`config.mk`:
```
export PLATFORM = sky130hd
export DESIGN_NAME = joystick_to_pointer_motion
export DESIGN_NICKNAME = d
export VERILOG_FILES = /design/src/rtl/jtpm_pkg.sv /design/src/rtl/jtpm_div.sv /design/src/rtl/jtpm_lane.sv /design/src/rtl/jtpm_merge.sv /design/src/rtl/joystick_to_pointer_motion.sv
export VERILOG_INCLUDE_DIRS = /design/src /design/src/rtl
export SDC_FILE = /design/constraint.sdc
export NUM_CORES = 2
export LEC_CHECK = 0
export BUFFER_PORTS_ARGS = -buffer_cell sky130_fd_sc_hd__buf_2
export CAP_MARGIN = 20
export CORE_MARGIN = 2
export CORE_UTILIZATION = 37
export DETAILED_ROUTE_END_ITERATION = 10
export GPL_TIMING_DRIVEN = 0
export PLACE_DENSITY = 0.62
export SLEW_MARGIN = 20
export SYNTH_ARGS = -nofsm -noshare
export SYNTH_HDL_FRONTEND = slang
export SYNTH_HIERARCHICAL = 1
export SYNTH_SLANG_ARGS = --single-unit
```
`constraint.sdc`:
```
create_clock -name clock -period 22.7 [get_ports clock]
set_input_delay 0 -clock clock [delete_from_list [all_inputs] [get_ports clock]]
set_output_delay 0 -clock clock [all_outputs]
set_load 0.1 [all_outputs]
```
`src/rtl/joystick_to_pointer_motion_assert.svh`:
```
// Assertion macros used by the joystick-to-pointer merge stage.
// Each macro expects signals named clock and reset in the module that uses it.
`ifndef JOYSTICK_TO_POINTER_MOTION_ASSERT_SVH
`define JOYSTICK_TO_POINTER_MOTION_ASSERT_SVH

// The condition must hold at every clock edge outside reset.
`define JTPM_ASSERT_ALWAYS(label, cond) \
   label: assert property (@(posedge clock) disable iff (reset) (cond)) \
      else $error("jtpm assertion failed");

// When the antecedent holds, the consequent must hold at the same edge.
`define JTPM_ASSERT_IMPLIES(label, ante, cons) \
   label: assert property (@(posedge clock) disable iff (reset) (ante) |-> (cons)) \
      else $error("jtpm assertion failed");

`endif

```
`src/rtl/jtpm_pkg.sv`:
```
// Shared types and constants for the joystick-to-pointer motion block.
// Used by the divider, the axis lanes, the merge stage and the top level.
package jtpm_pkg;

   localparam int SAMPLE_W   = 16;
   localparam int GAIN_W     = 14;
   localparam int SPEED_W    = 24;
   localparam int MOVE_W     = 8;
   localparam int FRAC_W     = 16;
   localparam int CSR_IDX_W  = 3;
   localparam int CSR_DATA_W = 16;
   localparam int DIV_STEPS  = 16;
   localparam int DIV_CNT_W  = 5;

   // 1.0 in Q1.16.
   localparam logic [FRAC_W:0] Q16_ONE = 17'h10000;

   // Item opcodes.
   localparam logic [1:0] OP_TICK   = 2'd0;
   localparam logic [1:0] OP_PAUSE  = 2'd1;
   localparam logic [1:0] OP_RESUME = 2'd2;

   // Register indexes.
   localparam logic [CSR_IDX_W-1:0] CSR_CENTER_X = 3'd0;
   localparam logic [CSR_IDX_W-1:0] CSR_CENTER_Y = 3'd1;
   localparam logic [CSR_IDX_W-1:0] CSR_REACH_X  = 3'd2;
   localparam logic [CSR_IDX_W-1:0] CSR_REACH_Y  = 3'd3;
   localparam logic [CSR_IDX_W-1:0] CSR_GAIN_X   = 3'd4;
   localparam logic [CSR_IDX_W-1:0] CSR_GAIN_Y   = 3'd5;
   localparam logic [CSR_IDX_W-1:0] CSR_DEADBAND = 3'd6;
   localparam logic [CSR_IDX_W-1:0] CSR_INVERT_Y = 3'd7;

   // Register reset values.
   localparam logic [SAMPLE_W-1:0] RST_REACH    = 16'd32767;
   localparam logic [GAIN_W-1:0]   RST_GAIN_X   = 14'd3840;
   localparam logic [GAIN_W-1:0]   RST_GAIN_Y   = 14'd5632;
   localparam logic [FRAC_W-1:0]   RST_DEADBAND = 16'd9830;

   // Command from the top-level sequencer to the merge stage.
   typedef struct packed {
      logic start;
      logic clear;
   } merge_cmd_type;

endpackage

```
`src/rtl/jtpm_div.sv`:
```
// Radix-2 restoring divider, one quotient bit per cycle, 16 fraction bits.
// Requires num < den; depends on jtpm_pkg.
module jtpm_div
   import jtpm_pkg::*;
(
   input  logic              clock,
   input  logic              reset,
   input  logic              start,
   input  logic [FRAC_W:0]   num,
   input  logic [FRAC_W:0]   den,
   output logic              done,
   output logic [FRAC_W-1:0] quot
);

   logic [FRAC_W:0]    rem_ff, rem_in;
   logic [FRAC_W:0]    den_ff;
   logic [FRAC_W-1:0]  quot_ff;
   logic [DIV_CNT_W-1:0] cnt_ff;
   logic               busy_ff;
   logic               done_ff;
   logic               done_in;
   logic [FRAC_W:0]    shifted;
   logic               take;

   // The partial remainder stays below den, so one shift fits in 17 bits.
   always_comb begin
      shifted = {rem_ff[FRAC_W-1:0], 1'b0};
      take    = (shifted >= den_ff);
      rem_in  = take ? (shifted - den_ff) : shifted;
      done_in = !start && busy_ff && (cnt_ff == DIV_CNT_W'(1));
   end

   always_ff @(posedge clock) begin
      if (reset) begin
         busy_ff <= 1'b0;
         done_ff <= 1'b0;
         cnt_ff  <= '0;
      end else begin
         done_ff <= done_in;
         if (start) begin
            busy_ff <= 1'b1;
            cnt_ff  <= DIV_CNT_W'(DIV_STEPS);
         end else if (busy_ff) begin
            cnt_ff <= cnt_ff - 1'b1;
            if (cnt_ff == DIV_CNT_W'(1)) begin
               busy_ff <= 1'b0;
            end
         end
      end
   end

   always_ff @(posedge clock) begin
      if (start) begin
         rem_ff <= num;
         den_ff <= den;
      end else if (busy_ff) begin
         rem_ff  <= rem_in;
         quot_ff <= {quot_ff[FRAC_W-2:0], take};
      end
   end

   assign done = done_ff;
   assign quot = quot_ff;

endmodule

```
`src/rtl/jtpm_lane.sv`:
```
// One axis lane: center, normalize, dead zone, remap, square, gain, sign.
// Uses jtpm_div for both divisions; depends on jtpm_pkg.
module jtpm_lane
   import jtpm_pkg::*;
(
   input  logic                       clock,
   input  logic                       reset,
   input  logic                       start,
   input  logic signed [SAMPLE_W-1:0] sample,
   input  logic signed [SAMPLE_W-1:0] center,
   input  logic [SAMPLE_W-1:0]        reach,
   input  logic [GAIN_W-1:0]          gain,
   input  logic [FRAC_W-1:0]          deadband,
   output logic                       done,
   output logic [SPEED_W-1:0]         speed
);

   typedef enum logic [2:0] {
      L_IDLE, L_NORM, L_DIV1, L_DZ, L_DIV2, L_SQ, L_GAIN
   } state_type;

   state_type state_ff;

   logic [SAMPLE_W-1:0] mag_ff;
   logic                neg_ff;
   logic [FRAC_W:0]     norm_ff;
   logic [FRAC_W:0]     remap_ff;
   logic [FRAC_W:0]     sq_ff;
   logic [SPEED_W-1:0]  speed_ff;
   logic                done_ff;
   logic                done_in;

   logic [SAMPLE_W:0]     diff;
   logic [SAMPLE_W:0]     mag_in;
   logic [FRAC_W:0]       hr;
   logic [FRAC_W:0]       dz;
   logic [FRAC_W:0]       den2;
   logic [FRAC_W:0]       num2;
   logic                  clamp;
   logic                  below;
   logic                  full;
   logic                  div_start;
   logic [FRAC_W:0]       div_num;
   logic [FRAC_W:0]       div_den;
   logic                  div_done;
   logic [FRAC_W-1:0]     div_quot;
   logic [2*FRAC_W+1:0]   sq_prod;
   logic [FRAC_W+GAIN_W:0] gain_prod;
   logic [SPEED_W-2:0]    spd;

   always_comb begin
      diff   = {sample[SAMPLE_W-1], sample} - {center[SAMPLE_W-1], center};
      mag_in = diff[SAMPLE_W] ? ((SAMPLE_W+1)'(0) - diff) : diff;
      hr     = (reach == '0) ? (FRAC_W+1)'(1) : {1'b0, reach};
      dz     = {1'b0, deadband};
      den2   = Q16_ONE - dz;
      num2   = norm_ff - dz;
      // A magnitude at or past the half range saturates at full deflection.
      clamp  = ({1'b0, mag_ff} >= hr);
      below  = (norm_ff < dz);
      full   = (num2 >= den2);
      div_start = ((state_ff == L_NORM) && !clamp) ||
                  ((state_ff == L_DZ) && !below && !full);
      div_num = (state_ff == L_NORM) ? {1'b0, mag_ff} : num2;
      div_den = (state_ff == L_NORM) ? hr : den2;
      sq_prod   = remap_ff * remap_ff;
      gain_prod = {{GAIN_W{1'b0}}, sq_ff} * {{(FRAC_W+1){1'b0}}, gain};
      spd       = gain_prod[FRAC_W+GAIN_W:8];
      done_in   = ((state_ff == L_DZ) && below) || (state_ff == L_GAIN);
   end

   jtpm_div u_div (
      .clock (clock),
      .reset (reset),
      .start (div_start),
      .num   (div_num),
      .den   (div_den),
      .done  (div_done),
      .quot  (div_quot)
   );

   always_ff @(posedge clock) begin
      if (reset) begin
         state_ff <= L_IDLE;
         done_ff  <= 1'b0;
      end else begin
         done_ff <= done_in;
         case (state_ff)
            L_IDLE: begin
               if (start) begin
                  mag_ff   <= mag_in[SAMPLE_W-1:0];
                  neg_ff   <= diff[SAMPLE_W];
                  state_ff <= L_NORM;
               end
            end
            L_NORM: begin
               if (clamp) begin
                  norm_ff  <= Q16_ONE;
                  state_ff <= L_DZ;
               end else begin
                  state_ff <= L_DIV1;
               end
            end
            L_DIV1: begin
               if (div_done) begin
                  norm_ff  <= {1'b0, div_quot};
                  state_ff <= L_DZ;
               end
            end
            L_DZ: begin
               if (below) begin
                  speed_ff <= '0;
                  state_ff <= L_IDLE;
               end else if (full) begin
                  remap_ff <= Q16_ONE;
                  state_ff <= L_SQ;
               end else begin
                  state_ff <= L_DIV2;
               end
            end
            L_DIV2: begin
               if (div_done) begin
                  remap_ff <= {1'b0, div_quot};
                  state_ff <= L_SQ;
               end
            end
            L_SQ: begin
               sq_ff    <= sq_prod[2*FRAC_W:FRAC_W];
               state_ff <= L_GAIN;
            end
            L_GAIN: begin
               speed_ff <= neg_ff ? (SPEED_W'(0) - {1'b0, spd}) : {1'b0, spd};
               state_ff <= L_IDLE;
            end
            default: begin
               state_ff <= L_IDLE;
            end
         endcase
      end
   end

   assign done  = done_ff;
   assign speed = speed_ff;

endmodule

```
`src/rtl/jtpm_merge.sv`:
```
// Merge stage: adds both lane speeds into the Q7.16 residues, emits whole steps.
// Holds the result register; depends on jtpm_pkg and the assertion macros.
`include "joystick_to_pointer_motion_assert.svh"

module jtpm_merge
   import jtpm_pkg::*;
(
   input  logic                     clock,
   input  logic                     reset,
   input  merge_cmd_type            cmd,
   input  logic [SPEED_W-1:0]       speed_x,
   input  logic [SPEED_W-1:0]       speed_y,
   input  logic                     invert_y,
   output logic                     busy,
   output logic                     rsp_valid,
   input  logic                     rsp_ready,
   output logic signed [MOVE_W-1:0] rsp_move_x,
   output logic signed [MOVE_W-1:0] rsp_move_y
);

   typedef enum logic {M_IDLE, M_EMIT} state_type;

   state_type state_ff;

   logic [SPEED_W-1:0] res_x_ff, res_y_ff;
   logic [SPEED_W-1:0] sum_x_ff, sum_y_ff;
   logic [SPEED_W-1:0] sum_x_in, sum_y_in;
   logic [MOVE_W-1:0]  move_x_ff, move_y_ff;
   logic               rsp_valid_ff;
   logic               rsp_valid_in;

   logic [SPEED_W-1:0] sy_adj;
   logic [SPEED_W-1:0] bias_x, bias_y;
   logic [MOVE_W-1:0]  mx, my;
   logic [SPEED_W-1:0] frac_x, frac_y;
   logic               emit;
   logic               slot_free;
   logic               load;
   logic [MOVE_W-1:0]  res_x_int, res_y_int;

   always_comb begin
      sy_adj   = invert_y ? (SPEED_W'(0) - speed_y) : speed_y;
      sum_x_in = res_x_ff + speed_x;
      sum_y_in = res_y_ff + sy_adj;
      // Truncation toward zero: bias negative sums by one less than a step.
      bias_x = sum_x_ff + (sum_x_ff[SPEED_W-1] ? SPEED_W'(16'hFFFF) : SPEED_W'(0));
      bias_y = sum_y_ff + (sum_y_ff[SPEED_W-1] ? SPEED_W'(16'hFFFF) : SPEED_W'(0));
      mx     = bias_x[SPEED_W-1:FRAC_W];
      my     = bias_y[SPEED_W-1:FRAC_W];
      frac_x = sum_x_ff - {mx, {FRAC_W{1'b0}}};
      frac_y = sum_y_ff - {my, {FRAC_W{1'b0}}};
      emit      = (mx != '0) || (my != '0);
      slot_free = !rsp_valid_ff || rsp_ready;
      load      = (state_ff == M_EMIT) && emit && slot_free;
      // A new move takes the register; otherwise a taken item empties it.
      rsp_valid_in = load ? 1'b1 : (rsp_ready ? 1'b0 : rsp_valid_ff);
      res_x_int = res_x_ff[SPEED_W-1:FRAC_W];
      res_y_int = res_y_ff[SPEED_W-1:FRAC_W];
   end

   always_ff @(posedge clock) begin
      if (reset) begin
         state_ff     <= M_IDLE;
         rsp_valid_ff <= 1'b0;
         res_x_ff     <= '0;
         res_y_ff     <= '0;
      end else begin
         rsp_valid_ff <= rsp_valid_in;
         case (state_ff)
            M_IDLE: begin
               if (cmd.clear) begin
                  res_x_ff <= '0;
                  res_y_ff <= '0;
               end
               if (cmd.start) begin
                  sum_x_ff <= sum_x_in;
                  sum_y_ff <= sum_y_in;
                  state_ff <= M_EMIT;
               end
            end
            M_EMIT: begin
               if (!emit) begin
                  res_x_ff <= sum_x_ff;
                  res_y_ff <= sum_y_ff;
                  state_ff <= M_IDLE;
               end else if (slot_free) begin
                  res_x_ff  <= frac_x;
                  res_y_ff  <= frac_y;
                  move_x_ff <= mx;
                  move_y_ff <= my;
                  state_ff  <= M_IDLE;
               end
            end
            default: begin
               state_ff <= M_IDLE;
            end
         endcase
      end
   end

   assign busy       = (state_ff != M_IDLE);
   assign rsp_valid  = rsp_valid_ff;
   assign rsp_move_x = move_x_ff;
   assign rsp_move_y = move_y_ff;

   // Residues keep less than one whole step between items.
   `JTPM_ASSERT_ALWAYS(a_res_x_frac, (res_x_int == '0) || (res_x_int == '1))
   `JTPM_ASSERT_ALWAYS(a_res_y_frac, (res_y_int == '0) || (res_y_int == '1))
   // A result never carries a zero move on both axes.
   `JTPM_ASSERT_IMPLIES(a_move_nonzero, rsp_valid_ff, (move_x_ff != '0) || (move_y_ff != '0))

endmodule

```
`src/rtl/joystick_to_pointer_motion.sv`:
```
// Top level of the joystick-to-pointer motion block: registers, sequencer,
// two axis lanes and the merge stage. Depends on jtpm_pkg, jtpm_lane, jtpm_merge.
//
// The block turns raw X/Y stick samples into whole-step pointer moves. The time
// a tick item (opcode tick) takes is set by the slower of the two axis lanes. In
// the longest case a lane runs two 16-step serial divisions (normalization by the
// half range, then dead-zone remap), each set up in the state before it and ended
// by the state that takes the quotient, then the square and the gain multiply.
// The sequencer then sees both lanes done, the merge stage updates the residues
// and loads the result register, and the sequencer returns to idle, where the next
// item can be accepted. A sample at or beyond the half range skips both divisions;
// a deflection inside the dead zone ends the lane after the first division. The
// two lanes work in parallel, so the Y axis costs no extra time. Pause, resume,
// ignored opcodes and ticks while paused leave the sequencer idle: the next item
// can be accepted at the following edge. One item is in flight at a time; req_ready
// is high whenever the sequencer is idle, even while an earlier result still waits
// in the output register. If a new move is ready while the output register is still
// full, the merge stage holds it until rsp_ready frees the register, and the tick
// lasts that much longer. A tick produces a result item only when either axis has
// gathered at least one whole step; pause clears the residues and suppresses results
// until resume. Configuration writes are always accepted (csr_ready is tied high)
// and must only be issued while the block is idle.
module joystick_to_pointer_motion
   import jtpm_pkg::*;
(
   input  logic                       clock,
   input  logic                       reset,
   // Input item channel.
   input  logic                       req_valid,
   output logic                       req_ready,
   input  logic [1:0]                 req_opcode,
   input  logic signed [SAMPLE_W-1:0] req_sample_x,
   input  logic signed [SAMPLE_W-1:0] req_sample_y,
   // Result item channel.
   output logic                       rsp_valid,
   input  logic                       rsp_ready,
   output logic signed [MOVE_W-1:0]   rsp_move_x,
   output logic signed [MOVE_W-1:0]   rsp_move_y,
   // Configuration write channel.
   input  logic                       csr_valid,
   output logic                       csr_ready,
   input  logic [CSR_IDX_W-1:0]       csr_index,
   input  logic [CSR_DATA_W-1:0]      csr_data
);

   typedef enum logic [1:0] {T_IDLE, T_LANES, T_MERGE} state_type;

   state_type state_ff;

   // Configuration registers.
   logic signed [SAMPLE_W-1:0] center_x_ff, center_y_ff;
   logic [SAMPLE_W-1:0]        reach_x_ff, reach_y_ff;
   logic [GAIN_W-1:0]          gain_x_ff, gain_y_ff;
   logic [FRAC_W-1:0]          deadband_ff;
   logic                       invert_y_ff;

   logic          paused_ff;
   logic          done_x_ff, done_y_ff;
   logic          accept;
   logic          lane_go;
   logic          lane_done_x, lane_done_y;
   logic          both_done;
   logic [SPEED_W-1:0] speed_x, speed_y;
   logic          merge_busy;
   merge_cmd_type merge_cmd;

   // Register writes.
   always_ff @(posedge clock) begin
      if (reset) begin
         center_x_ff <= '0;
         center_y_ff <= '0;
         reach_x_ff  <= RST_REACH;
         reach_y_ff  <= RST_REACH;
         gain_x_ff   <= RST_GAIN_X;
         gain_y_ff   <= RST_GAIN_Y;
         deadband_ff <= RST_DEADBAND;
         invert_y_ff <= 1'b1;
      end else if (csr_valid) begin
         case (csr_index)
            CSR_CENTER_X: center_x_ff <= csr_data;
            CSR_CENTER_Y: center_y_ff <= csr_data;
            CSR_REACH_X:  reach_x_ff  <= csr_data;
            CSR_REACH_Y:  reach_y_ff  <= csr_data;
            CSR_GAIN_X:   gain_x_ff   <= csr_data[GAIN_W-1:0];
            CSR_GAIN_Y:   gain_y_ff   <= csr_data[GAIN_W-1:0];
            CSR_DEADBAND: deadband_ff <= csr_data;
            CSR_INVERT_Y: invert_y_ff <= csr_data[0];
            default: begin
            end
         endcase
      end
   end

   assign csr_ready = 1'b1;

   // Item decode. An unused opcode is accepted and dropped.
   always_comb begin
      req_ready = (state_ff == T_IDLE);
      accept    = req_valid && req_ready;
      lane_go   = accept && (req_opcode == OP_TICK) && !paused_ff;
      both_done = (done_x_ff || lane_done_x) && (done_y_ff || lane_done_y);
      merge_cmd.start = (state_ff == T_LANES) && both_done;
      merge_cmd.clear = accept && (req_opcode == OP_PAUSE);
   end

   // Sequencer: start both lanes, wait for both, then let the merge stage finish.
   always_ff @(posedge clock) begin
      if (reset) begin
         state_ff  <= T_IDLE;
         paused_ff <= 1'b0;
         done_x_ff <= 1'b0;
         done_y_ff <= 1'b0;
      end else begin
         case (state_ff)
            T_IDLE: begin
               if (accept) begin
                  if (req_opcode == OP_PAUSE) begin
                     paused_ff <= 1'b1;
                  end else if (req_opcode == OP_RESUME) begin
                     paused_ff <= 1'b0;
                  end
               end
               if (lane_go) begin
                  done_x_ff <= 1'b0;
                  done_y_ff <= 1'b0;
                  state_ff  <= T_LANES;
               end
            end
            T_LANES: begin
               if (lane_done_x) begin
                  done_x_ff <= 1'b1;
               end
               if (lane_done_y) begin
                  done_y_ff <= 1'b1;
               end
               if (both_done) begin
                  state_ff <= T_MERGE;
               end
            end
            T_MERGE: begin
               if (!merge_busy) begin
                  state_ff <= T_IDLE;
               end
            end
            default: begin
               state_ff <= T_IDLE;
            end
         endcase
      end
   end

   jtpm_lane u_lane_x (
      .clock    (clock),
      .reset    (reset),
      .start    (lane_go),
      .sample   (req_sample_x),
      .center   (center_x_ff),
      .reach    (reach_x_ff),
      .gain     (gain_x_ff),
      .deadband (deadband_ff),
      .done     (lane_done_x),
      .speed    (speed_x)
   );

   jtpm_lane u_lane_y (
      .clock    (clock),
      .reset    (reset),
      .start    (lane_go),
      .sample   (req_sample_y),
      .center   (center_y_ff),
      .reach    (reach_y_ff),
      .gain     (gain_y_ff),
      .deadband (deadband_ff),
      .done     (lane_done_y),
      .speed    (speed_y)
   );

   jtpm_merge u_merge (
      .clock      (clock),
      .reset      (reset),
      .cmd        (merge_cmd),
      .speed_x    (speed_x),
      .speed_y    (speed_y),
      .invert_y   (invert_y_ff),
      .busy       (merge_busy),
      .rsp_valid  (rsp_valid),
      .rsp_ready  (rsp_ready),
      .rsp_move_x (rsp_move_x),
      .rsp_move_y (rsp_move_y)
   );

endmodule
```
Word level (Yosys, flattened, before mapping)
Index checks and enable logic that the tools add are counted.
{"block": "word_totals", "output_inout_bits": 19, "register_bits": 532}
{"block": "classes", "muxes": 82, "reduce_logical": 89, "multipliers": 4, "eq_ne": 46, "order_cmp": 8, "bitwise": 4, "add_sub_neg": 20}
{"operator": "2-to-1 mux 24 bit", "count": 10}
{"operator": "2-to-1 mux 16 bit", "count": 14}
{"operator": "one-hot mux 24 bit (2 select lines)", "count": 4}
{"operator": "2-to-1 mux 17 bit", "count": 10}
{"operator": "one-hot mux 17 bit (2 select lines)", "count": 4}
{"operator": "adder 24 bit", "count": 4}
{"operator": "greater-or-equal comparator 17 bit", "count": 4}
{"operator": "multiplier 17 x 17 -> 33 bit", "count": 2}
{"operator": "multiplier 17 x 14 -> 31 bit", "count": 2}
{"operator": "subtractor 1 x 23 -> 24 bit, first input constant", "count": 2}
{"operator": "subtractor 24 bit", "count": 2}
{"operator": "one-hot mux 3 bit (6 select lines)", "count": 2}
{"operator": "greater-or-equal comparator 16 x 17 -> 1 bit", "count": 2}
{"operator": "less-than comparator 17 x 16 -> 1 bit", "count": 2}
{"operator": "subtractor 16 x 16 -> 17 bit", "count": 2}
{"operator": "subtractor 17 x 16 -> 17 bit", "count": 2}
{"operator": "AND reduction 3 bit", "count": 11}
{"operator": "zero test 16 bit", "count": 2}
{"operator": "subtractor 1 x 16 -> 16 bit, first input constant", "count": 2}
{"operator": "subtractor 16 bit", "count": 2}
{"operator": "== test 3 bit, second input constant", "count": 10}
{"operator": "AND reduction 2 bit", "count": 13}
{"operator": "subtractor 1 x 24 -> 24 bit, first input constant", "count": 1}
{"operator": "inequality test 2 bit, second input constant", "count": 11}
{"operator": "other kinds (26)", "count": 133}

Logic depth before layout (Yosys ltp)
{"block": "depth", "word_depth": 9, "mapped_depth": 27}

Modules after synthesis
Netlist, hierarchy kept.
{"module": "jtpm_lane at u_lane_y", "cells_each": 2510, "n_inst": 1, "area_each_um2": 22760.6, "seq_area_each_um2": 2842.7}
{"module": "jtpm_lane at u_lane_x", "cells_each": 2498, "n_inst": 1, "area_each_um2": 22541.6, "seq_area_each_um2": 2842.7}
{"module": "jtpm_merge", "cells_each": 795, "n_inst": 1, "area_each_um2": 7712.4, "seq_area_each_um2": 2922.8}
{"module": "jtpm_div", "cells_each": 261, "n_inst": 2, "area_each_um2": 3021.6, "seq_area_each_um2": 1611.5}
{"module": "joystick_to_pointer_motion", "cells_each": 491, "n_inst": 1, "area_each_um2": 4150.2, "seq_area_each_um2": 2282.2}

Worst setup path after synthesis
OpenSTA, ideal clock, no wires.
{"block": "synth_timing", "kind": "flip-flop to flip-flop", "start": "register gain_x_ff[7]", "end": "register u_lane_x.speed_ff[22] (netlist: u_lane_x/speed[22]) (data pin)", "stages_incl_launch_ff": 24, "t_required_ns": 22.434, "setup_time_ns": 0.266, "synth_period_minus_slack_ns": 7.097, "setup_slack_ns": 15.603, "arrival_ns": 6.831, "cell_sequence": "dfxtp_1 -> clkbuf_1 -> clkbuf_1 -> nand2_1 -> fa_1 -> fa_1 -> inv_1 -> fa_1 -> fa_1 -> fa_1 -> inv_1 -> fa_1 -> inv_1 -> ha_1 -> a211oi_1 -> o211ai_1 -> a221oi_1 -> mux2i_1 -> a31oi_1 -> o311a_1 -> or4_1 -> o41ai_1 -> xor3_1 -> nor2_1"}
{"block": "synth_via", "elab_chain_cells": 4}
{"element": "start: declaration", "line_no": "joystick_to_pointer_motion.sv:53", "rtl": "logic [GAIN_W-1:0] gain_x_ff, gain_y_ff;"}
{"element": "start signal: assignment", "line_no": "joystick_to_pointer_motion.sv:84", "rtl": "CSR_GAIN_X: gain_x_ff <= csr_data[GAIN_W-1:0];"}
{"element": "multiplier 17 x 14 -> 31 bit *", "line_no": "jtpm_lane.sv:67", "rtl": "gain_prod = {{GAIN_W{1'b0}}, sq_ff} * {{(FRAC_W+1){1'b0}}, gain};"}
{"element": "subtractor 1 x 23 -> 24 bit", "line_no": "jtpm_lane.sv:132", "rtl": "speed_ff <= neg_ff ? (SPEED_W'(0) - {1'b0, spd}) : {1'b0, spd};"}
{"element": "2-to-1 mux 24 bit *", "line_no": "jtpm_lane.sv:132"}
{"element": "one-hot mux 24 bit (2 select lines) *", "line_no": "jtpm_lane.sv:88", "rtl": "case (state_ff)"}
{"element": "end signal: assignment", "line_no": "jtpm_lane.sv:132"}
{"element": "end: declaration", "line_no": "jtpm_lane.sv:29", "rtl": "logic [SPEED_W-1:0] speed_ff;"}
Every way passes the cells marked *; elsewhere a longest branch is shown, timed or not.
A chain may end at the register's enable or synchronous reset.

Worst setup path in the final report
{"block": "layout_timing", "start": "register gain_x_ff[13]", "end": "register u_lane_x.speed_ff[22] (netlist: u_lane_x/speed[22]) (data pin)"}
Same word-level chain as after synthesis.

==> impl_results.md <==
* Status: complete, no violations
* Global placement routability congestion at 0.947
* Critical Path Start Type: flip-flop
* Clock Skew at 0.0936 ns
* Layout fillers at 16500
* Switching power at 0.00129 W
* Period utilization at 37.9%
* Detailed Route Iter0 Violations at 2848
* R2r setup slk at 14.10 ns
* Leakage at 31.6 nW
* Comb pwr share at 39.2%
* First-pass GRT wire length at 267000 um
* Hold Path End: u_lane_x/mag_ff[2]
* Worst hold stages at 4
* Synth-to-layout area growth at 9.21%
* CP required at 23.06 ns
* Die width at 417 um
* Initial antenna violation count at 10
* Crit path DAT at 8.96 ns
* Die H at 417 um
* Detail-routed net length per standard cell at 17.9 um
* Residual DRC at 0
* Relative slew margins at 24.0%
* DR vias/cell at 5.12
* Cell chosen for the clock root: clkbuf_16
* GRT Resource Usage Total at 19.1%
* Core Rows at 151
* R2r endpoint: u_lane_x/speed[22]
* R2R cell count at 22
* Final setup TNS at 0 ns
* Pre-CTS setup slack at 14.31 ns
* Post-Synthesis Net Count at 8267
* Clk slew on worst S/H paths at 0.06 ns
* Vias in the first global route at 49200
* Core area at 0.169 mm2
* Initial core utilization at 37.3%
* Post-cts resize count at 0
* Total number of vias at 47500
* Power, Total at 0.00358 W
* Fmax at 116 MHz
* Inserted Clock Buffers at 60
* H-tree depth at 2
* Final core occ at 40.7%
* RR Startpoint: gain_x_ff[13]
* Cells after Synth at 6814
* Antenna-violating nets left at 0
* Largest net degree at the start of global routing at 25
* Total gr overflow at 0
* Critical Path End Type: flip-flop
* Fin. max-slew vios at 0
* Detailed Route WL at 166000 um
* CTS tree: built
* DRT Pass-1 Iters at 5
* Max-Cap Viols at 0
* Cell Int Power at 0.00228 W
* Setup slack after layout at 14.10 ns
* Die area at 0.174 mm2
* Clk pwr share at 28.0%
* Layout cells sized above 1 at 5.35%
* Worst hold start: req_sample_x[2]
* Setup bufs post-CTS at 0
* CTS Sinks at 532
* Worst slew pin tran at 1.14 ns
* Mapped Avg Cell Area at 9.27 um2
* Clock Latency Late Sink at 0.72 ns
* Nets at 8455
* RSZ-0062 raised after global routing: no
* Hold slack at 0.0457 ns
* Setup-failing EPs final at 0
* DP HPWL at 136000 um
* Max FO, Critical Path at 10
* # IOs at 77
* Sw frac at 36.2%
* Clock Path Buffers at 3
* Post-CTS Hold Fix Bufs at 42
* PD cells at 51.8 mW/mm2
* Hold Crit Class: input port to flip-flop
* Synthesized cell area at 0.0632 mm2
* Sequential power share at 32.9%
* Final hold vios at 0
* VDD IR max at 68.4 uV
* Syn. warnings at 6
* Tmin final at 8.60 ns
* I/O Buffers at 75
* WS Path Type: flip-flop to flip-flop
## cells in the final DEF (no fill, tap or decap), drive strengths merged, types with 16 or more instances in the layout
cell            n
a21oi         323
nand3          87
nand2b         44
o31ai          45
and3           24
fa            740
o21a           53
nor2          275
or2            38
nand4          31
inv          1156
clkinv         17
a31oi          28
nor4           29
mux2i          22
and2          411
and4           19
nor3          132
edfxtp        346
dfxtp         186
clkbuf        264
dlygate4sd3    42
buf           149
o311ai         16
a21o           80
a211oi         29
a22o           37
nor2b          53
o21ai         189
xor2          109
or3            23
nand2         840
o211ai         20
nand3b         17
mux2           37
xnor2         239
ha            655
## critical path: stages, from the launching register on
cell	delay (ns)
dfxtp_1	0.61
clkbuf_1	0.51
nand2_1	0.17
fa_1	0.55
fa_1	0.56
inv_1	0.06
fa_1	0.51
fa_1	0.52
fa_1	0.57
inv_1	0.08
fa_1	0.53
inv_1	0.05
ha_1	0.34
buf_1	0.36
nand2_1	0.17
o221ai_1	0.51
o21bai_1	0.21
a311oi_1	0.43
xor2_1	0.18
or4_1	0.43
o41ai_1	0.59
xor3_1	0.25
nor2_1	0.05
## layer usage
layer,global-route usage [%],vias to the layer above,routed length (um)
met2,32.1,1212,77400
li1,-,22700,-
met1,25.9,23300,75100
met5,0,-,0
met3,2.51,236,8770
met4,5.20,0,4490
## layout make-up
cell class              instances  area (um2)  share of cell area, %
repair buffers                126         915                   1.33
flip-flops and latches        532       14100                   20.5
clock buffers                  88        1830                   2.65
diodes                          1        2.50                0.00363
multi-input cells            4892       43800                   63.4
clock inverters                25         235                  0.341
plain buffers                 241        1060                   1.53
well taps                    2218        2780                   4.02
inverters                    1149        4310                   6.25
## power groups by stage
stage          registers [W]  logic, W  clock network, W
4_1_cts              0.00118   0.00140           0.00102
2_1_floorplan        0.00118   0.00106                 0
6_report             0.00118   0.00140           0.00100
3_3_place_gp         0.00120   0.00135                 0
3_5_place_dp         0.00119   0.00138                 0
5_1_grt              0.00118   0.00158           0.00106
## how the worst max path moves through the flow
stage,startpoint,to,slack (ns),depth (start not counted)
2_1_floorplan,gain_x_ff[7],u_lane_x/speed[22],15.60,23
3_3_place_gp,u_lane_x/sq_ff[1],u_lane_x/speed[22],14.39,22
3_5_place_dp,gain_x_ff[7],u_lane_x/speed[22],14.31,23
4_1_cts,gain_x_ff[7],u_lane_x/speed[22],14.17,23
5_1_grt,gain_x_ff[7],u_lane_x/speed[22],13.67,23
6_report,gain_x_ff[13],u_lane_x/speed[22],14.10,22
## registers in the layout, summed over array words and instances (netlist names), 17 cells and up
register / cells
u_lane_x/sq_ff: 17
u_lane_y/u_div/den_ff: 17
u_merge/sum_y_ff: 24
u_lane_x/norm_ff: 17
u_merge/res_x_ff: 24
u_lane_y/speed: 24
u_lane_y/norm_ff: 17
u_lane_x/remap_ff: 17
u_lane_x/speed: 24
u_lane_x/u_div/den_ff: 17
u_lane_y/remap_ff: 17
u_merge/sum_x_ff: 24
u_merge/res_y_ff: 24
u_lane_y/sq_ff: 17
## stage by stage
step                std cells  area [um2]
floorplan                6814       63200
global placement         9107       66300
detailed placement       9116       66500
CTS                      9271       69000
global route             9272       69000
finish                   9272       69000
(Power assumes the default switching activity.)
